### src/hdl/assert_macros.svh
// assertion macros shared by the deframer rtl
// included by files that carry concurrent assertions; no other dependencies
`ifndef ASSERT_MACROS_SVH
`define ASSERT_MACROS_SVH

// same-cycle implication, checked outside reset
`define ASSERT_IMPLIES(lbl, clk, rst_n, ante, cons, msg) \
    lbl: assert property (@(posedge clk) disable iff (!rst_n) (ante) |-> (cons)) \
        else $error(msg);

// next-cycle implication, checked outside reset
`define ASSERT_NEXT(lbl, clk, rst_n, ante, cons, msg) \
    lbl: assert property (@(posedge clk) disable iff (!rst_n) (ante) |=> (cons)) \
        else $error(msg);

`endif

### src/hdl/wsd_pkg.sv
// types and constants of the websocket deframer
// no dependencies; imported by the front, queue, back and top level
`timescale 1ns / 1ps

package wsd_pkg;

    localparam int QUEUE_DEPTH = 4;
    localparam int QPTR_W      = $clog2(QUEUE_DEPTH);
    localparam int QCNT_W      = $clog2(QUEUE_DEPTH + 1);

    localparam logic [6:0] LEN_EXT16 = 7'h7e;
    localparam logic [6:0] LEN_EXT64 = 7'h7f;
    localparam logic [3:0] OP_CONT   = 4'h0;

    // last header count value of each multi-byte header field
    localparam logic [2:0] EXT16_LAST = 3'd1;
    localparam logic [2:0] EXT64_LAST = 3'd7;
    localparam logic [2:0] KEY_LAST   = 3'd3;

    localparam logic [1:0] ERR_NONE     = 2'd0;
    localparam logic [1:0] ERR_ZERO_LEN = 2'd1;
    localparam logic [1:0] ERR_OPCODE   = 2'd2;

    // one classified result waiting for the back end
    typedef struct packed {
        logic [7:0] data;
        logic [7:0] key_byte;
        logic       mask_on;
        logic [3:0] opcode;
        logic       frame_end;
        logic       message_end;
        logic [1:0] err;
    } t_item;

endpackage

### src/hdl/websocket_frame_deframer_core.sv
// WebSocket receive deframer: takes one stream byte per cycle and delivers one
// unmasked payload byte per payload input byte, with message opcode, frame-end and
// message-end marks; a zero-length frame or an opcode mismatch between fragments
// gives one error transfer, after which input is taken and dropped until reset.
// Header bytes give no output. One byte is accepted every cycle while the sink
// keeps up; each result passes from the parser into a four-entry queue and then
// into the output register, and the input stalls only when that queue is full.
// Only the low LENGTH_BITS bits of an extended length are kept. No clearing
// pass after reset. Depends on wsd_pkg, wsd_front, wsd_queue, wsd_back.
`timescale 1ns / 1ps
`include "assert_macros.svh"

module websocket_frame_deframer_core #(
    parameter int LENGTH_BITS = 32
) (
    input  logic       i_clk,
    input  logic       i_rst_n,
    input  logic       i_valid,
    output logic       o_stall,
    input  logic [7:0] i_in_byte,
    output logic       o_valid,
    input  logic       i_stall,
    output logic [7:0] o_payload_byte,
    output logic [3:0] o_msg_opcode,
    output logic       o_frame_end,
    output logic       o_message_end,
    output logic [1:0] o_error_code
);
    import wsd_pkg::*;

    logic              q_full;
    logic              q_valid;
    logic              push;
    logic              pop;
    t_item             push_item;
    t_item             head_item;
    logic [QCNT_W-1:0] q_count;

    wsd_front #(
        .LENGTH_BITS(LENGTH_BITS)
    ) u_front (
        .i_clk    (i_clk),
        .i_rst_n  (i_rst_n),
        .i_valid  (i_valid),
        .i_in_byte(i_in_byte),
        .i_full   (q_full),
        .o_stall  (o_stall),
        .o_push   (push),
        .o_item   (push_item)
    );

    wsd_queue u_queue (
        .i_clk  (i_clk),
        .i_rst_n(i_rst_n),
        .i_push (push),
        .i_item (push_item),
        .i_pop  (pop),
        .o_full (q_full),
        .o_valid(q_valid),
        .o_item (head_item),
        .o_count(q_count)
    );

    wsd_back u_back (
        .i_clk         (i_clk),
        .i_rst_n       (i_rst_n),
        .i_q_valid     (q_valid),
        .i_item        (head_item),
        .o_pop         (pop),
        .i_stall       (i_stall),
        .o_valid       (o_valid),
        .o_payload_byte(o_payload_byte),
        .o_msg_opcode  (o_msg_opcode),
        .o_frame_end   (o_frame_end),
        .o_message_end (o_message_end),
        .o_error_code  (o_error_code)
    );

    `ASSERT_IMPLIES(a_queue_bound, i_clk, i_rst_n, 1'b1, q_count <= QCNT_W'(QUEUE_DEPTH), "queue count past depth")
    `ASSERT_IMPLIES(a_error_clean, i_clk, i_rst_n, o_valid && (o_error_code != ERR_NONE), (o_payload_byte == 8'h00) && (o_msg_opcode == 4'h0) && !o_frame_end && !o_message_end, "error transfer carries payload fields")
    `ASSERT_IMPLIES(a_msg_in_frame, i_clk, i_rst_n, o_valid && o_message_end, o_frame_end, "message end without frame end")
    `ASSERT_NEXT(a_dead_after_err, i_clk, i_rst_n, push && (push_item.err != ERR_NONE), !push, "item queued after an error")

endmodule

### src/hdl/wsd_front.sv
// header parser: walks the frame header and turns payload bytes into queue items
// depends on wsd_pkg
`timescale 1ns / 1ps

module wsd_front #(
    parameter int LENGTH_BITS = 32
) (
    input  logic           i_clk,
    input  logic           i_rst_n,
    input  logic           i_valid,
    input  logic [7:0]     i_in_byte,
    input  logic           i_full,
    output logic           o_stall,
    output logic           o_push,
    output wsd_pkg::t_item o_item
);
    import wsd_pkg::*;

    typedef enum logic [2:0] {
        PH_FLAGS,
        PH_LEN,
        PH_EXT16,
        PH_EXT64,
        PH_KEY,
        PH_PAYLOAD,
        PH_DEAD
    } t_phase;

    t_phase                 r_phase, n_phase;
    logic [2:0]             r_hdr_cnt, n_hdr_cnt;
    logic [LENGTH_BITS-1:0] r_bytes_left, n_bytes_left;
    logic [31:0]            r_mask_key, n_mask_key;
    logic                   r_mask_on, n_mask_on;
    logic [1:0]             r_mask_phase, n_mask_phase;
    logic                   r_fin, n_fin;
    logic [3:0]             r_msg_type, n_msg_type;

    logic                   accept;
    logic                   len_done;
    logic [LENGTH_BITS-1:0] len_val;
    logic [LENGTH_BITS+7:0] len_shift;
    logic [LENGTH_BITS-1:0] dec;
    logic [7:0]             key_sel;
    logic [3:0]             op;
    logic                   last;

    assign o_stall   = i_full;
    assign accept    = i_valid && !i_full;
    assign len_shift = {r_bytes_left, i_in_byte};
    assign dec       = r_bytes_left - LENGTH_BITS'(1);
    assign op        = i_in_byte[3:0];
    assign last      = (dec == '0);

    always_comb begin
        case (r_mask_phase)
            2'd0:    key_sel = r_mask_key[31:24];
            2'd1:    key_sel = r_mask_key[23:16];
            2'd2:    key_sel = r_mask_key[15:8];
            default: key_sel = r_mask_key[7:0];
        endcase
    end

    always_comb begin
        n_phase      = r_phase;
        n_hdr_cnt    = r_hdr_cnt;
        n_bytes_left = r_bytes_left;
        n_mask_key   = r_mask_key;
        n_mask_on    = r_mask_on;
        n_mask_phase = r_mask_phase;
        n_fin        = r_fin;
        n_msg_type   = r_msg_type;
        o_push       = 1'b0;
        o_item       = '0;
        len_done     = 1'b0;
        len_val      = '0;

        if (accept) begin
            case (r_phase)
                PH_FLAGS: begin
                    n_fin = i_in_byte[7];
                    if (r_msg_type == OP_CONT) begin
                        n_msg_type = op;
                        n_phase    = PH_LEN;
                    end else if (op != r_msg_type && op != OP_CONT) begin
                        o_push     = 1'b1;
                        o_item.err = ERR_OPCODE;
                        n_phase    = PH_DEAD;
                    end else begin
                        n_phase = PH_LEN;
                    end
                end
                PH_LEN: begin
                    n_mask_on  = i_in_byte[7];
                    n_mask_key = '0;
                    n_hdr_cnt  = '0;
                    if (i_in_byte[6:0] == LEN_EXT16) begin
                        n_bytes_left = '0;
                        n_phase      = PH_EXT16;
                    end else if (i_in_byte[6:0] == LEN_EXT64) begin
                        n_bytes_left = '0;
                        n_phase      = PH_EXT64;
                    end else begin
                        len_done = 1'b1;
                        len_val  = LENGTH_BITS'(i_in_byte[6:0]);
                    end
                end
                PH_EXT16, PH_EXT64: begin
                    n_bytes_left = len_shift[LENGTH_BITS-1:0];
                    if (r_hdr_cnt == ((r_phase == PH_EXT16) ? EXT16_LAST : EXT64_LAST)) begin
                        len_done = 1'b1;
                        len_val  = len_shift[LENGTH_BITS-1:0];
                    end else begin
                        n_hdr_cnt = r_hdr_cnt + 3'd1;
                    end
                end
                PH_KEY: begin
                    n_mask_key = {r_mask_key[23:0], i_in_byte};
                    if (r_hdr_cnt == KEY_LAST) begin
                        n_hdr_cnt = '0;
                        n_phase   = PH_PAYLOAD;
                    end else begin
                        n_hdr_cnt = r_hdr_cnt + 3'd1;
                    end
                end
                PH_PAYLOAD: begin
                    n_bytes_left       = dec;
                    n_mask_phase       = r_mask_phase + 2'd1;
                    o_push             = 1'b1;
                    o_item.data        = i_in_byte;
                    o_item.key_byte    = key_sel;
                    o_item.mask_on     = r_mask_on;
                    o_item.opcode      = r_msg_type;
                    o_item.frame_end   = last;
                    o_item.message_end = last && r_fin;
                    o_item.err         = ERR_NONE;
                    if (last) begin
                        n_phase = PH_FLAGS;
                        if (r_fin) begin
                            n_msg_type = OP_CONT;
                        end
                    end
                end
                PH_DEAD: begin
                    n_phase = PH_DEAD;
                end
                default: begin
                    n_phase = PH_DEAD;
                end
            endcase

            // length complete: zero length is fatal, else key or payload next
            if (len_done) begin
                n_bytes_left = len_val;
                n_hdr_cnt    = '0;
                n_mask_phase = '0;
                if (len_val == '0) begin
                    o_push     = 1'b1;
                    o_item     = '0;
                    o_item.err = ERR_ZERO_LEN;
                    n_phase    = PH_DEAD;
                end else begin
                    n_phase = n_mask_on ? PH_KEY : PH_PAYLOAD;
                end
            end
        end
    end

    always_ff @(posedge i_clk) begin
        if (!i_rst_n) begin
            r_phase      <= PH_FLAGS;
            r_hdr_cnt    <= '0;
            r_bytes_left <= '0;
            r_mask_key   <= '0;
            r_mask_on    <= 1'b0;
            r_mask_phase <= '0;
            r_fin        <= 1'b0;
            r_msg_type   <= '0;
        end else begin
            r_phase      <= n_phase;
            r_hdr_cnt    <= n_hdr_cnt;
            r_bytes_left <= n_bytes_left;
            r_mask_key   <= n_mask_key;
            r_mask_on    <= n_mask_on;
            r_mask_phase <= n_mask_phase;
            r_fin        <= n_fin;
            r_msg_type   <= n_msg_type;
        end
    end

endmodule

### src/hdl/wsd_queue.sv
// short fifo between the header parser and the output stage
// depends on wsd_pkg
`timescale 1ns / 1ps

module wsd_queue (
    input  logic                  i_clk,
    input  logic                  i_rst_n,
    input  logic                  i_push,
    input  wsd_pkg::t_item        i_item,
    input  logic                  i_pop,
    output logic                  o_full,
    output logic                  o_valid,
    output wsd_pkg::t_item        o_item,
    output logic [wsd_pkg::QCNT_W-1:0] o_count
);
    import wsd_pkg::*;

    t_item             r_mem [QUEUE_DEPTH];
    logic [QPTR_W-1:0] r_wr_ptr, r_rd_ptr;
    logic [QCNT_W-1:0] r_count;

    assign o_full  = (r_count == QCNT_W'(QUEUE_DEPTH));
    assign o_valid = (r_count != '0);
    assign o_item  = r_mem[r_rd_ptr];
    assign o_count = r_count;

    always_ff @(posedge i_clk) begin
        if (i_push) begin
            r_mem[r_wr_ptr] <= i_item;
        end
    end

    always_ff @(posedge i_clk) begin
        if (!i_rst_n) begin
            r_wr_ptr <= '0;
            r_rd_ptr <= '0;
            r_count  <= '0;
        end else begin
            if (i_push) begin
                r_wr_ptr <= r_wr_ptr + QPTR_W'(1);
            end
            if (i_pop) begin
                r_rd_ptr <= r_rd_ptr + QPTR_W'(1);
            end
            case ({i_push, i_pop})
                2'b10:   r_count <= r_count + QCNT_W'(1);
                2'b01:   r_count <= r_count - QCNT_W'(1);
                default: r_count <= r_count;
            endcase
        end
    end

endmodule

### src/hdl/wsd_back.sv
// output stage: applies the mask and holds the result register toward the sink
// depends on wsd_pkg
`timescale 1ns / 1ps

module wsd_back (
    input  logic           i_clk,
    input  logic           i_rst_n,
    input  logic           i_q_valid,
    input  wsd_pkg::t_item i_item,
    output logic           o_pop,
    input  logic           i_stall,
    output logic           o_valid,
    output logic [7:0]     o_payload_byte,
    output logic [3:0]     o_msg_opcode,
    output logic           o_frame_end,
    output logic           o_message_end,
    output logic [1:0]     o_error_code
);
    import wsd_pkg::*;

    logic       r_valid;
    logic [7:0] r_payload;
    logic [3:0] r_opcode;
    logic       r_frame_end;
    logic       r_message_end;
    logic [1:0] r_err;
    logic [7:0] n_payload;

    // load a new transfer whenever the register is empty or being taken
    assign o_pop     = i_q_valid && (!r_valid || !i_stall);
    assign n_payload = i_item.mask_on ? (i_item.data ^ i_item.key_byte) : i_item.data;

    always_ff @(posedge i_clk) begin
        if (!i_rst_n) begin
            r_valid <= 1'b0;
        end else if (o_pop) begin
            r_valid <= 1'b1;
        end else if (!i_stall) begin
            r_valid <= 1'b0;
        end
    end

    always_ff @(posedge i_clk) begin
        if (o_pop) begin
            r_payload     <= n_payload;
            r_opcode      <= i_item.opcode;
            r_frame_end   <= i_item.frame_end;
            r_message_end <= i_item.message_end;
            r_err         <= i_item.err;
        end
    end

    assign o_valid        = r_valid;
    assign o_payload_byte = r_payload;
    assign o_msg_opcode   = r_opcode;
    assign o_frame_end    = r_frame_end;
    assign o_message_end  = r_message_end;
    assign o_error_code   = r_err;

endmodule
### config.mk
export PLATFORM = sky130hd
export DESIGN_NAME = websocket_frame_deframer_core
export DESIGN_NICKNAME = d
export VERILOG_FILES = /design/src/hdl/wsd_pkg.sv /design/src/hdl/websocket_frame_deframer_core.sv /design/src/hdl/wsd_front.sv /design/src/hdl/wsd_queue.sv /design/src/hdl/wsd_back.sv
export VERILOG_INCLUDE_DIRS = /design/src /design/src/hdl
export SDC_FILE = /design/constraint.sdc
export NUM_CORES = 1
export LEC_CHECK = 0
export BUFFER_PORTS_ARGS = -buffer_cell sky130_fd_sc_hd__buf_2
export CELL_PAD_IN_SITES_DETAIL_PLACEMENT = 1
export CELL_PAD_IN_SITES_GLOBAL_PLACEMENT = 1
export CORE_MARGIN = 5
export CORE_UTILIZATION = 25
export CTS_BUF_LIST = sky130_fd_sc_hd__clkbuf_2
export CTS_CLUSTER_DIAMETER = 50
export DETAILED_ROUTE_END_ITERATION = 10
export PLACE_DENSITY_LB_ADDON = 0.1
export SYNTH_ARGS = -nofsm -noshare
export SYNTH_HDL_FRONTEND = slang
export SYNTH_SLANG_ARGS = --single-unit
### constraint.sdc
create_clock -name i_clk -period 7.06 [get_ports i_clk]
set_input_delay 0.353 -clock i_clk [delete_from_list [all_inputs] [get_ports i_clk]]
set_output_delay 0.353 -clock i_clk [all_outputs]
set_load 0.02 [all_outputs]
After elaboration in Yosys (flattened, before gate mapping)

Memory sizes are Yosys's and may differ from the RTL's. A register that Yosys moved wholly into a read port is not among the register bits.
Cells that the tools add are included.

Memory bits (writable): 100
Output and inout port bits: 18
Bits in registers: 102
Bits of input ports: 12
Memories kept: 1

Memory list:

| memory        | words | width | rd ports | clocked after memory_dff | wr ports | line            | source |
|---|---|---|---|---|---|---|---|
| u_queue.r_mem | 4     | 25    | 1        | 1                        | 1        | wsd_queue.sv:18 | `t_item r_mem [QUEUE_DEPTH];` |

Equal/unequal tests: 24
Reductions and logical operators: 29
Bitwise logic cells: 1
Muxes and demuxes: 60
$add $sub $neg: 7

Operator list:

| cell                                                                    | number |
|---|---|
| 32-bit 2-to-1 mux                                                       | 6 |
| 32-bit case mux with 2 select lines                                     | 2 |
| 32-bit case mux with 3 select lines                                     | 1 |
| 25-bit 2-to-1 mux                                                       | 3 |
| 32-bit logical NOT                                                      | 2 |
| 3-bit 2-to-1 mux                                                        | 12 |
| 32-bit by 1-bit subtractor with 32-bit output, second input constant    | 1 |
| 8-bit case mux with 3 select lines                                      | 1 |
| 23-bit 2-to-1 mux                                                       | 1 |
| 1-bit 2-to-1 mux                                                        | 16 |
| 3-bit case mux with 5 select lines                                      | 1 |
| 7-bit equality test, second input constant                              | 2 |
| 2-bit 2-to-1 mux                                                        | 7 |
| 4-bit 2-to-1 mux                                                        | 3 |
| 4-bit nonzero test                                                      | 3 |
| 2-bit by 1-bit inequality test with 1-bit output, second input constant | 5 |
| 5-bit AND reduction                                                     | 2 |
| 3-bit by 2-bit equality test with 1-bit output, second input constant   | 3 |
| 3-bit equality test, second input constant                              | 3 |
| 3-bit case mux with 3 select lines                                      | 1 |
| 8-bit 2-to-1 mux                                                        | 1 |
| 4-bit case mux with 2 select lines                                      | 1 |
| 2-bit nonzero test                                                      | 4 |
| 8-bit XOR                                                               | 1 |
| 24 further kinds                                                        | 39 |

Logic depth before layout (Yosys ltp)

Depth after elaboration: 12
Mapped depth: 14
Depth with buffers taken out: 12

By module

A second synthesis with hierarchy kept.

Cells, all modules: 843
Area, all modules: 9683.0 um^2

By module, submodules not included:

| module    | instances | cells each | area an instance (um^2) |
|---|---|---|---|
| wsd_front | 1         | 633        | 4868.4 |
| wsd_queue | 1         | 173        | 4093.9 |
| wsd_back  | 1         | 37         | 720.7 |

Worst setup path after synthesis

OpenSTA, ideal clock, no wires.

Kind: input port to flip-flop
Start: in i_in_byte[1]
End: reg u_queue.r_count[2], in the netlist u_queue.o_count[2]
Setup time: 76 ps
Path slack: 3508 ps
Data arrival time: 3477 ps
Required time: 6984 ps
Stages on the path: 13
Cells stage by stage: clkbuf_1 > or4_1 > or3_1 > nor4_1 > o22ai_1 > nand2b_1 > a31oi_2 > inv_1 > ha_1 > fa_1 > xnor2_1 > or3_1 > a21boi_0

Longest elaborated chain between the ends: 11
Elaborated cells between the ends (all ways): 25
Those cells by class: eq/ne (5); mux (16); reduce/logical (4)

Ends and longest elaborated chain:

| what                                                                                  | line                                | source |
|---|---|---|
| start, declared                                                                       | websocket_frame_deframer_core.sv:20 | `input logic [7:0] i_in_byte,` |
| 7-bit equality test                                                                   | wsd_front.sv:99                     | `end else if (i_in_byte[6:0] == LEN_EXT64) begin` |
| 7-bit 2-to-1 mux                                                                      | wsd_front.sv:99                     |  |
| 32-bit 2-to-1 mux                                                                     | wsd_front.sv:96                     | `if (i_in_byte[6:0] == LEN_EXT16) begin` |
| 32-bit case mux with 2 select lines                                                   | wsd_front.sv:78                     | `case (r_phase)` |
| 32-bit 2-to-1 mux                                                                     | wsd_front.sv:77                     | `if (accept) begin` |
| 32-bit logical NOT                                                                    | wsd_front.sv:156                    | `if (len_val == '0) begin` |
| 1-bit 2-to-1 mux                                                                      | wsd_front.sv:156                    |  |
| 1-bit 2-to-1 mux (*)                                                                  | wsd_front.sv:152                    | `if (len_done) begin` |
| 1-bit 2-to-1 mux (*)                                                                  | wsd_front.sv:77                     |  |
| 2-bit by 1-bit equality test with 1-bit output or 2-bit equality test (tied branches) | wsd_queue.sv:45                     | `case ({i_push, i_pop})` |
| 3-bit case mux with 2 select lines or 2-bit nonzero test (tied branches)              | -                                   |  |
| end signal, assigned                                                                  | wsd_queue.sv:46                     | `2'b10: r_count <= r_count + QCNT_W'(1);` |
| end signal, assigned                                                                  | wsd_queue.sv:47                     | `2'b01: r_count <= r_count - QCNT_W'(1);` |
| end signal, assigned                                                                  | wsd_queue.sv:48                     | `default: r_count <= r_count;` |
| end, declared                                                                         | wsd_queue.sv:20                     | `logic [QCNT_W-1:0] r_count;` |

Mark *: on every way between the ends. The rest lies on a longest branch, timed or not. The select of a mux whose other input is x is not followed.
A chain may end at the register's enable or synchronous reset.

Worst setup path in the final report

Start: reg u_front.r_bytes_left[18]
End: reg u_front.r_msg_type[2]

Longest elaborated chain between the ends: 4

Ends and longest elaborated chain:

| what                                                              | line             | source |
|---|---|---|
| start, declared                                                   | wsd_front.sv:31  | `logic [LENGTH_BITS-1:0] r_bytes_left, n_bytes_left;` |
| start signal, assigned                                            | wsd_front.sv:181 | `r_bytes_left <= n_bytes_left;` |
| 32-bit by 1-bit subtractor with 32-bit output                     | wsd_front.sv:50  | `assign dec = r_bytes_left - LENGTH_BITS'(1);` |
| 32-bit logical NOT                                                | wsd_front.sv:52  | `assign last = (dec == '0);` |
| 2-bit by 1-bit inequality test with 1-bit output (no source line) | -                |  |
| 5-bit AND reduction (no source line)                              | -                |  |
| end signal, assigned                                              | wsd_front.sv:186 | `r_msg_type <= n_msg_type;` |
| end, declared                                                     | wsd_front.sv:36  | `logic [3:0] r_msg_type, n_msg_type;` |

Every way passes these cells.

==> results.sh <==
export IMPL_clockBufferDepth=3
export IMPL_power_density_nw_per_um2=373.4
export IMPL_p_sw_mw=1.652
export IMPL_crit_start="u_front.r_bytes_left[18]"
export IMPL_yosys_area_share_adder=0.02024
export IMPL_wl_um=27660
export IMPL_setup_viol=0
export IMPL_cts_hold_repair_buffers=21
export IMPL_areaGrowthSynthToFinish_pct=14.22
export IMPL_cts_tree="yes"
export IMPL_num_io_pins=30
export IMPL_p_leak_nw=3.836
export IMPL_dp_hpwl_um=17640
export IMPL_dpl_cell_count=1336
export IMPL_arrival_ps=4920
export IMPL_synth_compound_area_frac=0.1206
export IMPL_stdcell_count=1464
export IMPL_synth_cell_types=66
export IMPL_rows=72
export IMPL_grt_pass1_wl_um=43190
export IMPL_design_area_um2=11010
export IMPL_ys_top_cells_by_area="edfxtp_1 36%, dfxtp_1 18%, mux4_2 5.8%"
export IMPL_synth_edf_count=116
export IMPL_tightest_slew_ps=1096
export IMPL_r2r_start="u_front.r_bytes_left[18]"
export IMPL_maxCapViolCount=0
export IMPL_hold_viol=0
export IMPL_syn_nets=868
export IMPL_end_kind="register"
export IMPL_path_max_fanout=8
export IMPL_post_route_period_util=0.5782
export IMPL_gr_total_overflow=0
export IMPL_die_y_um=206.4
export IMPL_fin_skew_ps=82.36
export IMPL_finalWorstSetupSlack_ps=2978
export IMPL_fin_nets=925
export IMPL_core_um2=38380
export IMPL_synth_top_family_by_area="simple AND/OR/NAND/NOR gates"
export IMPL_drt_wirelength_per_cell_um=18.90
export IMPL_cts_setup_buffers=0
export IMPL_synthMuxAreaShare=0.06670
export IMPL_numPortBuffers=29
export IMPL_grt_max_degree=92
export IMPL_gp_congestion=0.7679
export IMPL_vias_per_cell=4.748
export IMPL_cts_clk_slew_worst_paths_ps=130
export IMPL_layout_common_cells="116 x edfxtp_1, 92 x clkbuf_2, 87 x dfxtp_1"
export IMPL_grt_pass1_vias=7423
export IMPL_drc=0
export IMPL_insertion_delay_ps=980
export IMPL_htree_levels=2
export IMPL_internal_power_mw=2.460
export IMPL_hp_class="input pin to register"
export IMPL_seq_area_frac_synth=0.5440
export IMPL_die_x_um=206.4
export IMPL_layout_commonest_cell="edfxtp_1"
export IMPL_min_period_ps=4082
export IMPL_die_area_um2=42590
export IMPL_syn_inst=841
export IMPL_cp_required_ps=7890
export IMPL_max_freq_mhz=245.0
export IMPL_p_sw_frac=0.4018
export IMPL_ys_flop_type="edfxtp_1"
export IMPL_critical_path_class="register to register"
export IMPL_startpoint_type="register"
export IMPL_drt_initial_drc_count=391
export IMPL_async_reset_ff_frac=0
export IMPL_cts_resized=0
export IMPL_track_usage=0.1309
export IMPL_ir_drop_mv=0.1184
export IMPL_antenna_found_initial=2
export IMPL_synth_top_cell_area_share=0.3613
export IMPL_yosys_warnings=0
export IMPL_dpl_cell_area_um2=10280
export IMPL_yosysTopAreaCell="edfxtp_1"
export IMPL_avgSynthCellArea_um2=11.46
export IMPL_ant_nets=0
export IMPL_pre_cts_slack_ps=2936
export IMPL_power_share_sequential=0.389
export IMPL_initial_utilization=0.2512
export IMPL_yosys_area_share_simple=0.1727
export IMPL_rsz0062_at_grt="no"
export IMPL_synth_xor_area_share=0.03997
export IMPL_status="complete, no violations"
export IMPL_slew_viol_final=0
export IMPL_clock_sinks=204
export IMPL_route_vias_total=6951
export IMPL_combPwrFrac=0.401
export IMPL_cts_inserted_buffers=57
export IMPL_ys_ff_latch=204
export IMPL_first_pass_iters=6
export IMPL_clock_power_share=0.209
export IMPL_min_from="i_valid"
export IMPL_cts_root_buf="clkbuf_2"
export IMPL_maxSlewHeadroom=0.2667
export IMPL_fin_tns_setup_ps=0
export IMPL_netlist_area_um2=9642
export IMPL_layout_drive_gt1_share=0.1943
-- power by group through the flow --
stage,clock network (mW),logic (mW),registers [mW]
floorplan,0,1.19,1.63
global placement,0,1.67,1.62
detailed placement,0,1.66,1.63
CTS,0.926,1.68,1.60
global route,0.984,1.82,1.62
finish,0.861,1.65,1.60
-- cells by family (layout without fill, tap and decap cells) --
logic type,count (synthesis),count (layout)
compound gates,169,169
xor+xnor,44,44
simple gates,293,293
other cells,0,4
mux,33,33
fa+ha+maj,15,15
buf+inv,83,184
flops,204,204
-- flip-flops by register name, summed over array words and instances, names as in the netlist, named ones only --
register	flops
u_queue.o_count	3
u_queue.r_rd_ptr	2
u_back.o_error_code	2
u_front.r_mask_on	1
u_back.o_msg_opcode	4
u_front.r_fin	1
u_back.o_payload_byte	8
u_back.o_valid	1
u_back.o_frame_end	1
u_back.o_message_end	1
u_front.r_phase	3
u_front.r_mask_phase	2
u_front.r_bytes_left	32
u_queue.r_mem	100
u_queue.r_wr_ptr	2
u_front.r_msg_type	4
u_front.r_hdr_cnt	3
u_front.r_mask_key	32
-- critical path, stage by stage (launching register included) --
cell and delay, ps:
dfxtp_1 410, nor4_1 830, nand3_1 430, nor3_1 290, xnor2_1 170, o21ai_1 100, or4_4 590, o31a_1 430
mux2i_1 160, dlygate4sd3_1 570
-- layout make-up --
type	count	area, um^2
Antenna cell	4	10.01
Clock buffer	92	460.4
Clock inverter	11	52.55
Fill cell	4355	27360
Inverter	16	60.06
Multi-Input combinational cell	554	4065
Sequential cell	204	5246
Tap cell	518	648.1
Timing Repair Buffer	65	470.5
-- synth_stat cells (11+ instances only) --
| cell type | n |
|---|---|
| and2_1 | 16 |
| xor2_1 | 11 |
| a22oi_1 | 54 |
| nand2_1 | 55 |
| edfxtp_1 | 116 |
| nor2b_1 | 60 |
| xnor2_1 | 33 |
| ha_1 | 14 |
| mux4_2 | 25 |
| dfxtp_1 | 88 |
| nand3_1 | 12 |
| inv_1 | 16 |
| clkbuf_1 | 56 |
| nor3_1 | 24 |
| o21ai_0 | 40 |
| nor2_1 | 50 |
| a21oi_1 | 22 |
| and3_1 | 14 |
-- metrics by stage --
step                        util  hold slack (ps)  power, mW
final                     0.2870            205.5      4.112
after detailed placement  0.2679            504.1      3.288
after global placement    0.2679            491.9      3.290
after floorplan                -            465.2      2.818
after global routing      0.2868            138.1      4.425
after CTS                 0.2867            56.40      4.212
-- path summary, 6_finish.rpt --
kind              slack (ps)  cells after the start                 endpoint
setup reg to reg        2980                      9    u_front.r_msg_type[2]
hold / removal           210                      6  u_front.r_mask_phase[0]
setup / recovery        2980                      9    u_front.r_msg_type[2]
hold reg to reg          530                      2       u_queue.o_count[2]
-- layer usage --
metal,up-vias,GRT usage,routed length [um]
met5,-,0,0
met4,0,0.04349,610
met3,52,0.03201,1086
met2,129,0.2133,13080
met1,3487,0.1709,12890
li1,3283,-,-
Power figures use the tool's default switching activity.
